<file path="src/hw/rtl/assert_macros.svh">
// ----------------------------------------------------------------------------
// Assertion macros
// Concurrent checks that compile away when SYNTH is defined.
// ----------------------------------------------------------------------------
`ifndef ASSERT_MACROS_SVH
`define ASSERT_MACROS_SVH
`ifndef SYNTH
// Check that expr holds at every clock edge out of reset.
`define ASSERT_ALWAYS(label, clk, rst_n, expr) \
    label: assert property (@(posedge clk) disable iff (!rst_n) (expr)) \
        else $error("invariant violated");
// Check that cons holds in the same cycle whenever ante holds.
`define ASSERT_IMPLIES(label, clk, rst_n, ante, cons) \
    label: assert property (@(posedge clk) disable iff (!rst_n) (ante) |-> (cons)) \
        else $error("implication violated");
`else
`define ASSERT_ALWAYS(label, clk, rst_n, expr)
`define ASSERT_IMPLIES(label, clk, rst_n, ante, cons)
`endif
`endif

</file>
<file path="src/hw/rtl/hms_pkg.sv">
// ----------------------------------------------------------------------------
// hms_pkg
// Shared constants and types of the 3x3 heightmap smoothing filter.
// ----------------------------------------------------------------------------
`timescale 1ns / 1ps

package hms_pkg;

    localparam int MAX_SIZE    = 1024;
    localparam int ADDR_W      = $clog2(MAX_SIZE);
    localparam int SIZE_W      = 11;
    localparam int SAMPLE_W    = 8;
    localparam int COORD_W     = 10;
    localparam int HEIGHT_W    = 11;
    localparam int SUM_W       = 13;
    localparam int LINE_W      = 2 * SAMPLE_W;

    localparam logic [SIZE_W-1:0] SIZE_RESET = 11'd256;
    localparam logic [SIZE_W-1:0] MIN_SIZE   = 11'd3;

    // floor(2*sum/5) = (sum * 26216) >> 16, exact for sum below 8192
    localparam int RECIP_W     = 15;
    localparam int RECIP_SHIFT = 16;
    localparam logic [RECIP_W-1:0] RECIP = 15'd26216;

    localparam int FIFO_DEPTH = 4;
    localparam int FIFO_PTR_W = $clog2(FIFO_DEPTH);
    localparam int FIFO_CNT_W = FIFO_PTR_W + 1;

    // position tag that travels with a sample down the pipeline
    typedef struct packed {
        logic               emit;
        logic               last;
        logic [COORD_W-1:0] col;
        logic [COORD_W-1:0] row;
    } t_tag;

    typedef struct packed {
        logic [HEIGHT_W-1:0] height;
        logic [COORD_W-1:0]  col;
        logic [COORD_W-1:0]  row;
        logic                frame_end;
    } t_result;

    // one window column: [0] two rows up, [1] one row up, [2] current row
    typedef logic [2:0][SAMPLE_W-1:0] t_column;

endpackage

</file>
<file path="src/hw/rtl/hms_out_fifo.sv">
// ----------------------------------------------------------------------------
// hms_out_fifo
// Small result queue that decouples the filter pipeline from the consumer.
// ----------------------------------------------------------------------------
`timescale 1ns / 1ps

module hms_out_fifo (
    input  logic                            i_clk,
    input  logic                            i_rst_n,
    input  logic                            i_push,
    input  hms_pkg::t_result                i_data,
    output logic                            o_valid,
    input  logic                            i_ready,
    output hms_pkg::t_result                o_data,
    output logic [hms_pkg::FIFO_CNT_W-1:0]  o_count
);

    hms_pkg::t_result                 r_mem [hms_pkg::FIFO_DEPTH];
    logic [hms_pkg::FIFO_PTR_W-1:0]   r_wr_ptr;
    logic [hms_pkg::FIFO_PTR_W-1:0]   r_rd_ptr;
    logic [hms_pkg::FIFO_CNT_W-1:0]   r_count;
    logic [hms_pkg::FIFO_CNT_W-1:0]   n_count;
    logic                             pop;

    assign o_valid = (r_count != '0);
    assign o_data  = r_mem[r_rd_ptr];
    assign o_count = r_count;
    assign pop     = o_valid && i_ready;

    always_comb begin
        n_count = r_count;
        if (i_push && !pop) begin
            n_count = r_count + 1'b1;
        end else if (pop && !i_push) begin
            n_count = r_count - 1'b1;
        end
    end

    always_ff @(posedge i_clk) begin
        if (!i_rst_n) begin
            r_wr_ptr <= '0;
            r_rd_ptr <= '0;
            r_count  <= '0;
        end else begin
            r_count <= n_count;
            if (i_push) begin
                r_wr_ptr <= r_wr_ptr + 1'b1;
            end
            if (pop) begin
                r_rd_ptr <= r_rd_ptr + 1'b1;
            end
        end
    end

    always_ff @(posedge i_clk) begin
        if (i_push) begin
            r_mem[r_wr_ptr] <= i_data;
        end
    end

endmodule

</file>
<file path="config.mk">
export PLATFORM = sky130hd
export DESIGN_NAME = hms_out_fifo
export DESIGN_NICKNAME = d
export VERILOG_FILES = /design/src/hw/rtl/assert_macros.svh /design/src/hw/rtl/hms_pkg.sv /design/src/hw/rtl/hms_out_fifo.sv
export SDC_FILE = /design/constraint.sdc
export NUM_CORES = 1
export LEC_CHECK = 0
export ABC_CLOCK_PERIOD_IN_PS = 3100
export BUFFER_PORTS_ARGS = -buffer_cell sky130_fd_sc_hd__buf_2
export CAP_MARGIN = 20
export CORE_ASPECT_RATIO = 1.75
export CORE_MARGIN = 2
export CORE_UTILIZATION = 63
export CTS_BUF_LIST = sky130_fd_sc_hd__clkbuf_8
export CTS_CLUSTER_SIZE = 8
export DETAILED_ROUTE_END_ITERATION = 10
export PLACE_DENSITY = 0.86
export SETUP_SLACK_MARGIN = 0.3
export SYNTH_ARGS = -nofsm -noshare
export SYNTH_HDL_FRONTEND = slang
export SYNTH_SLANG_ARGS = --single-unit
</file>
<file path="constraint.sdc">
create_clock -name i_clk -period 3.1 [get_ports i_clk]
set_clock_uncertainty 0.2 [all_clocks]
set_input_delay 0.31 -clock i_clk [delete_from_list [all_inputs] [get_ports i_clk]]
set_output_delay 0.31 -clock i_clk [all_outputs]
set_load 0.03 [all_outputs]
</file>
### Yosys cells after proc, flatten, opt, wreduce, memory -nomap -nowiden

Memories as Yosys holds them, arrays and structs flattened. A register that Yosys moved wholly into a read port is not among the register bits.
Cells that the tools add are included.

* register bits after elaboration: 7
* bits in writable memories: 128
* bits of input ports: 36
* output and inout bits: 36
* logic and storage cells: 21
* memories: 1

Memories
* r_mem: depth 4, bits a word 32, read ports 1, clocked after Yosys merged registers in 1, write ports 1, RTL line hms_out_fifo.sv:18 `hms_pkg::t_result r_mem [hms_pkg::FIFO_DEPTH];`

* add/subtract/negate cells: 4
* muxes and demuxes: 6
* reductions and logical operators: 7

Operator list (count)
* two-way mux 3 bit: 2
* adder 2 x 1 -> 2 bit, second input constant: 2
* two-way mux 2 bit: 2
* adder 3 x 1 -> 3 bit, second input constant: 1
* logical AND 1 bit: 3
* nonzero test 3 bit: 1
* subtractor 3 x 1 -> 3 bit, second input constant: 1
* logical NOT 1 bit: 2
* two-way mux 1 bit: 2
* nonzero test 2 bit: 1

### Logic depth before layout (Yosys ltp)

* depth after elaboration: 5
* depth in mapped cells: 7
* mapped depth without buffers: 7

### Worst setup path before layout

Ideal clock, no wire load.

* path type: register -> register
* from: register r_count, in the netlist o_count[1]
* to: register r_count, in the netlist o_count[2]
* setup time: 0.076 ns
* arrival: 1.993 ns
* required time: 2.824 ns
* path slack: 0.831 ns
* stages on the path, launching flop included: 8
* buffers on the path: 0
* clock period less this slack: 2.269 ns
* path through: dfxtp_1 > o31ai_4 > ha_1 > inv_1 > fa_1 > xor2_1 > or3_1 > a21boi_0

* cells in the longest elaborated chain, start to end: 5
* elaborated cells on any way between the ends: 10
* classes of those cells: add/sub (2); mux (2); reduce/logical (6)

RTL lines
* from (decl): RTL line hms_out_fifo.sv:21 `logic [hms_pkg::FIFO_CNT_W-1:0] r_count;`
* from (signal assigned): RTL line hms_out_fifo.sv:45 `r_count <= n_count;`
* parallel branches: the longest is 5 deep, another holds subtractor 3 x 1 -> 3 bit

Parallel ways; which one is timed is not known. The select of a mux whose other input is x is not followed.
A chain may end at the register's enable or synchronous reset.

==> impl_results.md <==
- Worst Tran Pin Value: 0.889 ns
- H-tree Lvls: 4
- Largest family of logic cells by synthesized area: multiplexers
- Core Util, Final: 78.8%
- Vias/cell: 5.67
- R2r endpoint: o_count[2]
- Sequential power share: 47.0%
- Final setup vio count: 0
- Count of cell types in the netlist: 20
- Worst endpoint required time: 2.59 ns
- FP Rows: 43
- Flop2flop setup slack: 0.81 ns
- Crit path max fanout: 12
- Crit Path Category: reg -> out
- Hpwl dp: 4.90 mm
- Placed cell count: 365
- Max_cap viols: 0
- CTS clk-pin slew, worst paths: 0.07 ns
- Synthesized area per cell: 24.5 um2
- WP data arrival: 2.06 ns
- Post-Synth Adder-Cell Area: 1.61%
- Final nets: 369
- Post-synthesis compound-gate area fraction: 0.976%
- Clk buf depth: 2
- Die area: 8900 um2
- Hold endpoint: r_wr_ptr[1]
- Min-delay worst type: in -> reg
- Die Ht: 123 um
- Vias in the first global route: 2,718
- Via Count: 2,442
- Max-slew headroom: 40.7%
- Io pins: 72
- Switch share: 29.9%
- First-pass GRT wire length: 13.6 mm
- Die X: 72.2 um
- Fin. max-slew vios: 0
- Pleak: 2.18 nW
- Final Non-Filler Cells: 431
- Post-synthesis sequential area ratio: 78.5%
- Minimum clock period: 2.57 ns
- Post-CTS setup buffer count: 0
- Inserted Clock Buffers: 17
- RSZ-0062 raised after global routing: no
- Antenna Nets Post-Route: 0
- Synthesis-to-layout area growth: 21.5%
- Tot GR Track Use: 21.8%
- Initial antenna violation count: 0
- Setup TNS: 0 ns
- PwrDens: 776 nW/um2
- Final hold viol count: 0
- DR DRC count: 0
- Logic pwr share: 26.3%
- Hold Startpoint: i_push
- Post-synthesis mux area share: 14.6%
- Reg-to-reg critical path startpoint: o_count[1]
- Yosys reg bits: 137
- Sw power: 1.45 mW
- Worst VDD drop: 0.679 mV
- Clock root buffer: clkbuf_8
- Post-synthesis simple-gate area fraction: 1.59%
- CP endpoint kind: output port
- Post-Route WL: 8.54 mm
- Storage cell area: 4030 um2
- Drt pass-1 iters: 4
- Detailed Route Iter0 Violations: 191
- Area occupied by multi-input gates: 1010 um2
- Clock share of power: 26.7%
- Yosys warnings: 0
- Worst Reg2Reg Path Length in Cells: 7
- Wire length per cell: 19.8 um
- Post-Synthesis Cells: 209
- Number of port buffers: 71
- Status: finished, final reports clean
- Share of cells above drive strength 1: 39.7%
- RD Place Congestion: 0.685
- Fillers: 402
- Worst-skew pair later-pin latency: 0.43 ns
- Int Pwr: 3.39 mW
- GRT overflow: 0
- Post-synthesis cell area: 5130 um2
- Fmax: 389 MHz
- CORE AREA: 7910 um2
- Initial core utilization: 64.8%
- Final period utilization: 83.0%
- CTS Sinks: 137
- CP Launch Type: flip-flop
- Largest net degree at the start of global routing: 33
- Fraction of synthesized cell area in xor and xnor cells: 0.854%
- Hold path cells: 3
- Post-Syn Nets: 251
- TritonCTS clock tree: yes
[logic make-up after synthesis]
logic type | count (synthesis)
buffers and inverters | 10
flip-flops | 137
AO/OA/AOI/OAI | 4
adder cells (fa/ha/maj) | 6
XOR/XNOR | 5
AND/OR/NAND/NOR | 13
multiplexers | 34
[repair_timing]
action	4_1_cts	5_1_grt
gates resized for setup	0	0
setup endpoints to repair	0	0
hold buffers	33	0
endpoints found under the hold margin	137	0
[worst max-delay path, stage by stage (launching register included)]
cell	delay [ns]
dfxtp_2	0.60
buf_4	0.31
mux4_2	0.54
buf_2	0.19
[sequential cells by signal, indices dropped and copies added (netlist names), named ones only]
register  cells
r_mem       128
r_wr_ptr      2
o_count       3
r_rd_ptr      2
[cell usage after synthesis (all sizes together)]
| library cell | count | area, um2 |
|---|---|---|
| a21boi | 1 | 7.51 |
| and2 | 9 | 56.3 |
| o311ai | 1 | 16.3 |
| nor2b | 2 | 12.5 |
| buf | 7 | 86.3 |
| fa | 1 | 20.0 |
| o21ai | 1 | 5.00 |
| mux4 | 32 | 728 |
| or3 | 2 | 12.5 |
| dfxtp | 9 | 180 |
| o31ai | 1 | 21.3 |
| xor2 | 2 | 17.5 |
| xnor2 | 3 | 26.3 |
| edfxtp | 128 | 3840 |
| ha | 5 | 62.6 |
| mux2i | 2 | 20.0 |
| inv | 3 | 11.3 |
[stage by stage]
step	hold slack [ns]	power (mW)	area, um2	setup WS [ns]
3_3_place_gp	0.320	3.55	5540	0.920
3_5_place_dp	0.329	3.57	5540	0.843
5_1_grt	0.0616	5.05	6230	0.384
6_report	0.0665	4.83	6230	0.527
2_1_floorplan	0.209	3.30	5130	0.831
4_1_cts	0.0463	4.89	6230	0.449
[cells in the final DEF (no fill, tap or decap), types with 3 or more instances in the layout]
cell,count
xnor2_1,3
ha_1,5
clkinv_2,3
buf_2,71
clkbuf_8,17
edfxtp_1,128
clkinv_1,4
dfxtp_1,7
inv_1,7
and2_2,4
dlygate4sd3_1,33
mux4_2,30
and2_1,5
[area by class of cell]
cell class,count,share of cell area (%)
inverters,3,0.181
clock inverters,15,1.93
flip-flops and latches,137,64.6
clock buffers,17,3.76
well taps,90,1.81
repair buffers,106,11.4
diodes,1,0.0402
multi-input cells,62,16.2
[worst max path at each step]
stage / startpoint / endpoint / slack, ns / cells past startpoint
CTS: flip-flop / o_data[17] / 0.45 / 3
global placement: o_count[1] / o_count[2] / 0.92 / 7
detailed placement: o_count[1] / o_count[2] / 0.84 / 7
floorplan: o_count[1] / o_count[2] / 0.83 / 7
finish: flip-flop / o_data[17] / 0.53 / 3
global route: flip-flop / o_data[18] / 0.38 / 3
[power groups by stage]
stage	Combinational, mW	Sequential [mW]	Clock, mW
after global placement	1.23	2.31	0
after CTS	1.29	2.28	1.32
after detailed placement	1.25	2.32	0
final	1.27	2.27	1.29
after global routing	1.35	2.30	1.40
after floorplan	1.05	2.26	0
[layer usage]
metal	global-route usage [%]	up-vias	wire, um
met5	0	-	0
met4	9.08	0	112
li1	-	1111	-
met2	38.0	83	4780
met1	23.5	1239	3170
met3	8.23	9	474
No activity file was read; power rests on OpenSTA's default activity.
