### src/hw/rtl/assert_macros.svh
// ----------------------------------------------------------------------------
// Assertion macros
// Concurrent checks that compile away when SYNTH is defined.
// ----------------------------------------------------------------------------
`ifndef ASSERT_MACROS_SVH
`define ASSERT_MACROS_SVH
`ifndef SYNTH
// Check that expr holds at every clock edge out of reset.
`define ASSERT_ALWAYS(label, clk, rst_n, expr) \
    label: assert property (@(posedge clk) disable iff (!rst_n) (expr)) \
        else $error("invariant violated");
// Check that cons holds in the same cycle whenever ante holds.
`define ASSERT_IMPLIES(label, clk, rst_n, ante, cons) \
    label: assert property (@(posedge clk) disable iff (!rst_n) (ante) |-> (cons)) \
        else $error("implication violated");
`else
`define ASSERT_ALWAYS(label, clk, rst_n, expr)
`define ASSERT_IMPLIES(label, clk, rst_n, ante, cons)
`endif
`endif

### src/hw/rtl/hms_pkg.sv
// ----------------------------------------------------------------------------
// hms_pkg
// Shared constants and types of the 3x3 heightmap smoothing filter.
// ----------------------------------------------------------------------------
`timescale 1ns / 1ps

package hms_pkg;

    localparam int MAX_SIZE    = 1024;
    localparam int ADDR_W      = $clog2(MAX_SIZE);
    localparam int SIZE_W      = 11;
    localparam int SAMPLE_W    = 8;
    localparam int COORD_W     = 10;
    localparam int HEIGHT_W    = 11;
    localparam int SUM_W       = 13;
    localparam int LINE_W      = 2 * SAMPLE_W;

    localparam logic [SIZE_W-1:0] SIZE_RESET = 11'd256;
    localparam logic [SIZE_W-1:0] MIN_SIZE   = 11'd3;

    // floor(2*sum/5) = (sum * 26216) >> 16, exact for sum below 8192
    localparam int RECIP_W     = 15;
    localparam int RECIP_SHIFT = 16;
    localparam logic [RECIP_W-1:0] RECIP = 15'd26216;

    localparam int FIFO_DEPTH = 4;
    localparam int FIFO_PTR_W = $clog2(FIFO_DEPTH);
    localparam int FIFO_CNT_W = FIFO_PTR_W + 1;

    // position tag that travels with a sample down the pipeline
    typedef struct packed {
        logic               emit;
        logic               last;
        logic [COORD_W-1:0] col;
        logic [COORD_W-1:0] row;
    } t_tag;

    typedef struct packed {
        logic [HEIGHT_W-1:0] height;
        logic [COORD_W-1:0]  col;
        logic [COORD_W-1:0]  row;
        logic                frame_end;
    } t_result;

    // one window column: [0] two rows up, [1] one row up, [2] current row
    typedef logic [2:0][SAMPLE_W-1:0] t_column;

endpackage

### src/hw/rtl/hms_filter.sv
// ----------------------------------------------------------------------------
// hms_filter
// 3x3 window, weighted sum and scale by 2/5 via reciprocal multiply.
// ----------------------------------------------------------------------------
`timescale 1ns / 1ps

module hms_filter (
    input  logic                 i_clk,
    input  logic                 i_rst_n,
    input  logic                 i_valid,
    input  hms_pkg::t_column     i_column,
    input  hms_pkg::t_tag        i_tag,
    output logic                 o_stage_valid,
    output logic                 o_push,
    output hms_pkg::t_result     o_result
);

    // two older window columns; the incoming one completes the window
    hms_pkg::t_column                   r_col0;
    hms_pkg::t_column                   r_col1;
    logic                               r_v2;
    hms_pkg::t_tag                      r_tag2;
    logic [hms_pkg::SUM_W-1:0]          r_sum;
    logic [hms_pkg::SUM_W-1:0]          n_sum;
    logic [hms_pkg::SUM_W+hms_pkg::RECIP_W-1:0] product;

    always_comb begin
        n_sum = hms_pkg::SUM_W'(r_col0[0])
              + (hms_pkg::SUM_W'(r_col1[0]) << 1)
              + hms_pkg::SUM_W'(i_column[0])
              + (hms_pkg::SUM_W'(r_col0[1]) << 1)
              + (hms_pkg::SUM_W'(r_col1[1]) << 3)
              + (hms_pkg::SUM_W'(i_column[1]) << 1)
              + hms_pkg::SUM_W'(r_col0[2])
              + (hms_pkg::SUM_W'(r_col1[2]) << 1)
              + hms_pkg::SUM_W'(i_column[2]);
    end

    always_ff @(posedge i_clk) begin
        if (!i_rst_n) begin
            r_v2 <= 1'b0;
        end else begin
            r_v2 <= i_valid;
        end
    end

    // slide the window and hold the sum for the scaling stage
    always_ff @(posedge i_clk) begin
        if (i_valid) begin
            r_col0 <= r_col1;
            r_col1 <= i_column;
            r_sum  <= n_sum;
            r_tag2 <= i_tag;
        end
    end

    assign product  = r_sum * hms_pkg::RECIP;

    assign o_stage_valid      = r_v2;
    assign o_push             = r_v2 && r_tag2.emit;
    assign o_result.height    = product[hms_pkg::RECIP_SHIFT +: hms_pkg::HEIGHT_W];
    assign o_result.col       = r_tag2.col;
    assign o_result.row       = r_tag2.row;
    assign o_result.frame_end = r_tag2.last;

endmodule
### config.mk
export PLATFORM = sky130hd
export DESIGN_NAME = hms_filter
export DESIGN_NICKNAME = d
export VERILOG_FILES = /design/src/hw/rtl/assert_macros.svh /design/src/hw/rtl/hms_pkg.sv /design/src/hw/rtl/hms_filter.sv
export SDC_FILE = /design/constraint.sdc
export NUM_CORES = 1
export LEC_CHECK = 0
export CORE_MARGIN = 4
export CORE_UTILIZATION = 60
export CTS_BUF_LIST = sky130_fd_sc_hd__clkbuf_2 sky130_fd_sc_hd__clkbuf_4 sky130_fd_sc_hd__clkbuf_8
export DETAILED_ROUTE_END_ITERATION = 10
export DONT_BUFFER_PORTS = 1
export GPL_TIMING_DRIVEN = 0
export PLACE_DENSITY = 0.79
export SLEW_MARGIN = 15
export SYNTH_ARGS = -nofsm -noshare
export SYNTH_HDL_FRONTEND = slang
export SYNTH_SLANG_ARGS = --single-unit
### constraint.sdc
create_clock -name i_clk -period 6.2 [get_ports i_clk]
set_input_delay 1.24 -clock i_clk [delete_from_list [all_inputs] [get_ports i_clk]]
set_output_delay 1.24 -clock i_clk [all_outputs]
set_load 0.05 [all_outputs]
# After elaboration in Yosys (flattened, before gate mapping)
# Cells that the tools add are included.
# W data, S select, Z words.
[totals] register_bits=84 out_inout_bits=34
[op_classes] addsub=8 mul=1 reduce_logical=1
[ops] cell="$add A13 B8 Y13" count=2
[ops] cell="$add A13 B9 Y13" count=2
[ops] cell="$mul A13 B12 Y24 const B" count=1
[ops] cell="$add A12 B11 Y13" count=1
[ops] cell="$add A11 B9 Y12" count=1
[ops] cell="$add A10 B8 Y11" count=1
[ops] cell="$add A8 B9 Y10" count=1
[ops] cell="$logic_and A1 B1 Y1" count=1

# Longest topological paths before layout
[logic_depth] ltp_word=8 mapped_depth=17

# Worst setup path after synthesis
# No wires, ideal clock.
[synth_path] path_kind="reg-to-output" start="register r_sum[5] (netlist bit)" end="output o_result[31] (netlist bit)" t_arrival_ns=4.714 path_slack_ns=0.246 stages_incl_launch_ff=17 path_buffers=1 cell_sequence="edfxtp_1 -> ha_1 -> ha_1 -> inv_1 -> fa_1 -> fa_1 -> fa_1 -> inv_1 -> ha_1 -> and3_1 -> a221o_1 -> and4_4 -> a211oi_4 -> o21ai_2 -> mux2_4 -> nor3_2 -> buf_4"
[synth_between] elab_chain_len=1
[synth_rtl] element="from (decl)" line="hms_filter.sv:23" rtl="logic [hms_pkg::SUM_W-1:0] r_sum;"
[synth_rtl] element="from (signal assigned)" line="hms_filter.sv:52" rtl="r_sum <= n_sum;"
[synth_rtl] element="$mul A13 B12 Y24" line="hms_filter.sv:57" rtl="assign product = r_sum * hms_pkg::RECIP;"
[synth_rtl] element="to (decl)" line="hms_filter.sv:15" rtl="output hms_pkg::t_result o_result"
# No other way between the ends.

# Worst setup path in the final report
[layout_path] start="register r_sum[3] (netlist bit)" end="output o_result[29] (netlist bit)"
# Same word-level chain as after synthesis.

==> summary.md <==
| Metric | Value |
|---|---|
| Std-Cell Core Area | `0.0116 mm^2` |
| Gpl congestion | `roughly 0.9` |
| Non-Filler Instances | `between 700 and 800` |
| Avg WL per Cell | `14.7 um` |
| Commonest cells after routing, fill and taps aside | `135 x inv_1, 95 x fa_1, 90 x ha_1` |
| Fin crit share | `0.994` |
| Final Hold Fails | `0` |
| Pin count of the biggest net entering global routing | `85` |
| H-tree levels | `3` |
| Proportion of synthesized chip area in sequential cells | `0.351` |
| Remaining routing DRC violations | `0` |
| Kind of start point of the critical path | `register` |
| Max stage delay cell, worst path | `fa_1` |
| Total GRT Usage | `0.169` |
| Rel. slew slack | `0.663` |
| RSZ-0062 raised after global routing | `true` |
| Worst R2R Path Depth | `15` |
| Total grt overflow | `0` |
| Clk Tree Root Cell | `clkbuf_8` |
| Worst clock skew on the final layout | `0.0158 ns` |
| Vias in the first global route | `4084` |
| Starting density of the core | `0.619` |
| Most frequent standard cell in the layout excluding fill and tap cells | `inv_1` |
| Startpoint of the lowest-slack register-to-register path | `r_col0[3]` |
| Total number of yosys warnings | `0` |
| Sum of routed wire length over all layers | `11000 um` |
| Die width | `about 120 um` |
| Path class of the lowest-slack min-delay path | `register to register` |
| Outcome | `completed` |
| Final min period | `6.17 ns` |
| Number of top-level pins | `83` |
| Critical-path cell list | `ha_4 -> inv_2 -> fa_1 -> inv_2 -> fa_1 -> fa_1 -> inv_1 -> fa_1 -> inv_2 -> ha_4 -> and4_4 -> a21oi_2 -> o31a_1 -> buf_6 -> a21boi_2 -> xor2_1 -> buf_4` |
| Via total after detailed routing | `3802` |
| Clock buffer count from CTS | `9` |
| Clk Latency, worst-skew pair | `0.35 ns` |
| Post-route cell area | `0.00798 mm^2` |
| First-pass GRT wire length | `18200 um` |
| Net count after synthesis | `about 800` |
| Via density per instance | `5.12` |
| Final HPWL DP | `9040 um` |
| Area Growth Syn to Fin | `11.5%` |
| Final count of negative-setup-slack endpoints | `0` |
| Detail Route Antenna Nets | `0` |
| Largest driver fanout on the critical path | `4` |
| Post-placement cell area | `0.00734 mm^2` |
| Endpoint class of the critical path | `primary output` |
| Number of cells in the design after placement | `697` |
| Floorplan die height | `roughly 120 um` |
| Diodes inserted | `0` |
| Number of sinks driven by the clock tree | `84` |
| CP peak stage delay | `0.54 ns` |
| CTS tree | `built` |
| Share of async-settable or async-resettable flops after synthesis | `0` |
| Number of instances on the worst hold path | `0` |
| Slew Viols, Final | `0` |
| Iter 0 DRT Violations | `128` |
| Pre-Repair DR Iteration Count | `4` |
| Flip-flop and latch count after synthesis | `84` |
| Accumulated negative setup slack | `0 ns` |
| Post-synthesis average cell area | `around 13 um^2` |
| Cts hold-fix bufs | `0` |
| Clock Path Buffers | `2` |
| Max-cap violations | `0` |
| Synthesized instance count | `554` |
| Transition time at the pin with the least slew margin | `0.504 ns` |
| Site Rows | `39` |
| Worst endpoint data arrival time | `~4.9 ns` |
| Top flip-flop cell by instance count after synthesis | `edfxtp_1` |
| Cell mode on critical path | `fa_1` |
| Critical Path RT | `4.96 ns` |
| Worst setup slack for register-to-register paths | `~1.8 ns` |
| Fraction of layout cells with a size suffix above 1 | `0.197` |
| Die footprint | `between 0.01 and 0.015 mm^2` |
| IO buf count | `0` |
| Layout Nets | `843` |
| Number of antenna violations at the first check in global routing | `0` |
| Hold wc startpoint | `r_col1[13]` |
| Hold EP | `r_col0[13]` |
| Worst R2R End | `r_sum[11]` |
| Critical path type | `register to primary output` |
| Highest clock rate | `between 150 and 200 MHz` |
| Post-synthesis instance area | `0.00716 mm^2` |
| Number of distinct standard cells referenced by the synthesized netlist | `34` |
| Count of flip-flops with a built-in enable after synthesis | `83` |
| Clock-pin slew on the worst setup and hold paths | `0.10 ns` |
==> stage by stage <==
stage	util	setup WS [ns]	hold WS, ns
2_1_floorplan	-	0.246	0.431
3_3_place_gp	0.634	-0.0381	0.434
3_5_place_dp	0.634	-0.0789	0.443
4_1_cts	0.674	0.000253	0.463
5_1_grt	0.690	-0.159	0.470
6_report	0.690	0.0344	0.457
==> kinds of logic (layout without fill, tap and decap cells) <==
kind of cell               after synthesis  in the layout  share of synthesized area
AOI/OAI and AO/OA                       44             44                     0.0414
xor gates and xnor gates                23             23                     0.0281
adders and majority gates              199            199                      0.447
buffers and inverters                  175            221                      0.109
and+or+nand+nor                         28             28                     0.0213
DFF                                     84             84                      0.351
muxes                                    1              1                    0.00210
==> synthesized netlist by cell type, drive strengths merged, types with 2 or more instances <==
cell | count | area (um^2)
and2 | 5 | 31.3
buf | 32 | 240
a21oi | 19 | 95.1
fa | 95 | 1900
nand2 | 6 | 22.5
inv | 143 | 537
nor3 | 2 | 15.0
a21o | 8 | 61.3
or2 | 2 | 12.5
o21ai | 5 | 28.8
nor2 | 6 | 22.5
a211oi | 2 | 27.5
edfxtp | 83 | 2490
o21bai | 4 | 30.0
and4 | 2 | 20.0
xor2 | 11 | 96.3
xnor2 | 12 | 105
a31o | 2 | 17.5
nand3 | 2 | 10.0
ha | 104 | 1300
==> metal layers <==
layer / global-route usage / vias to the layer above / wire length (um)
li1: - / 1831 / -
met1: 0.220 / 1910 / 4450
met2: 0.297 / 48 / 6100
met3: 0.0303 / 13 / 281
met4: 0.0413 / 0 / 122
met5: 0 / - / 0
==> sequential cells by signal (all words and copies together) (netlist names) <==
| register | flops |
|---|---|
| o_result | 21 |
| r_tag2 | 1 |
| o_stage_valid | 1 |
| r_col0 | 24 |
| r_sum | 13 |
| r_col1 | 24 |
==> final cells by class <==
type	instances	area (um^2)
sequential	84	2510
multi-input combinational	295	4080
buffer	32	244
clock inverter	7	76.3
clock buffer	9	124
inverter	143	537
fill	793	3580
tap	143	179
timing repair buffer	30	229
==> critical path: cells and delay by family, from the launching register on <==
family	cells	cell delay (ns)
buf+inv	6	0.53
compound gates	3	0.53
xor+xnor	1	0.16
fa+ha+maj	6	2.62
simple gates	1	0.24
flops	1	0.51
==> repair_timing <==
item	4_1_cts	5_1_grt
endpoints found under the setup margin	9	6
resized for setup	17	22
pin swaps	22	23
buffers inserted	21	10
==> worst max path at each step <==
stage | from | end | depth (start not counted)
final | r_sum[3] | o_result[29] | 17
after global placement | r_sum[0] | o_result[31] | 16
after global routing | r_sum[4] | o_result[29] | 18
after CTS | r_sum[1] | o_result[31] | 15
after floorplan | r_sum[5] | o_result[31] | 16
after detailed placement | r_sum[0] | o_result[31] | 16
Power is left out: the tool's default activity adds up to more than one toggle a clock period on the data nets, which glitch-free logic cannot reach.
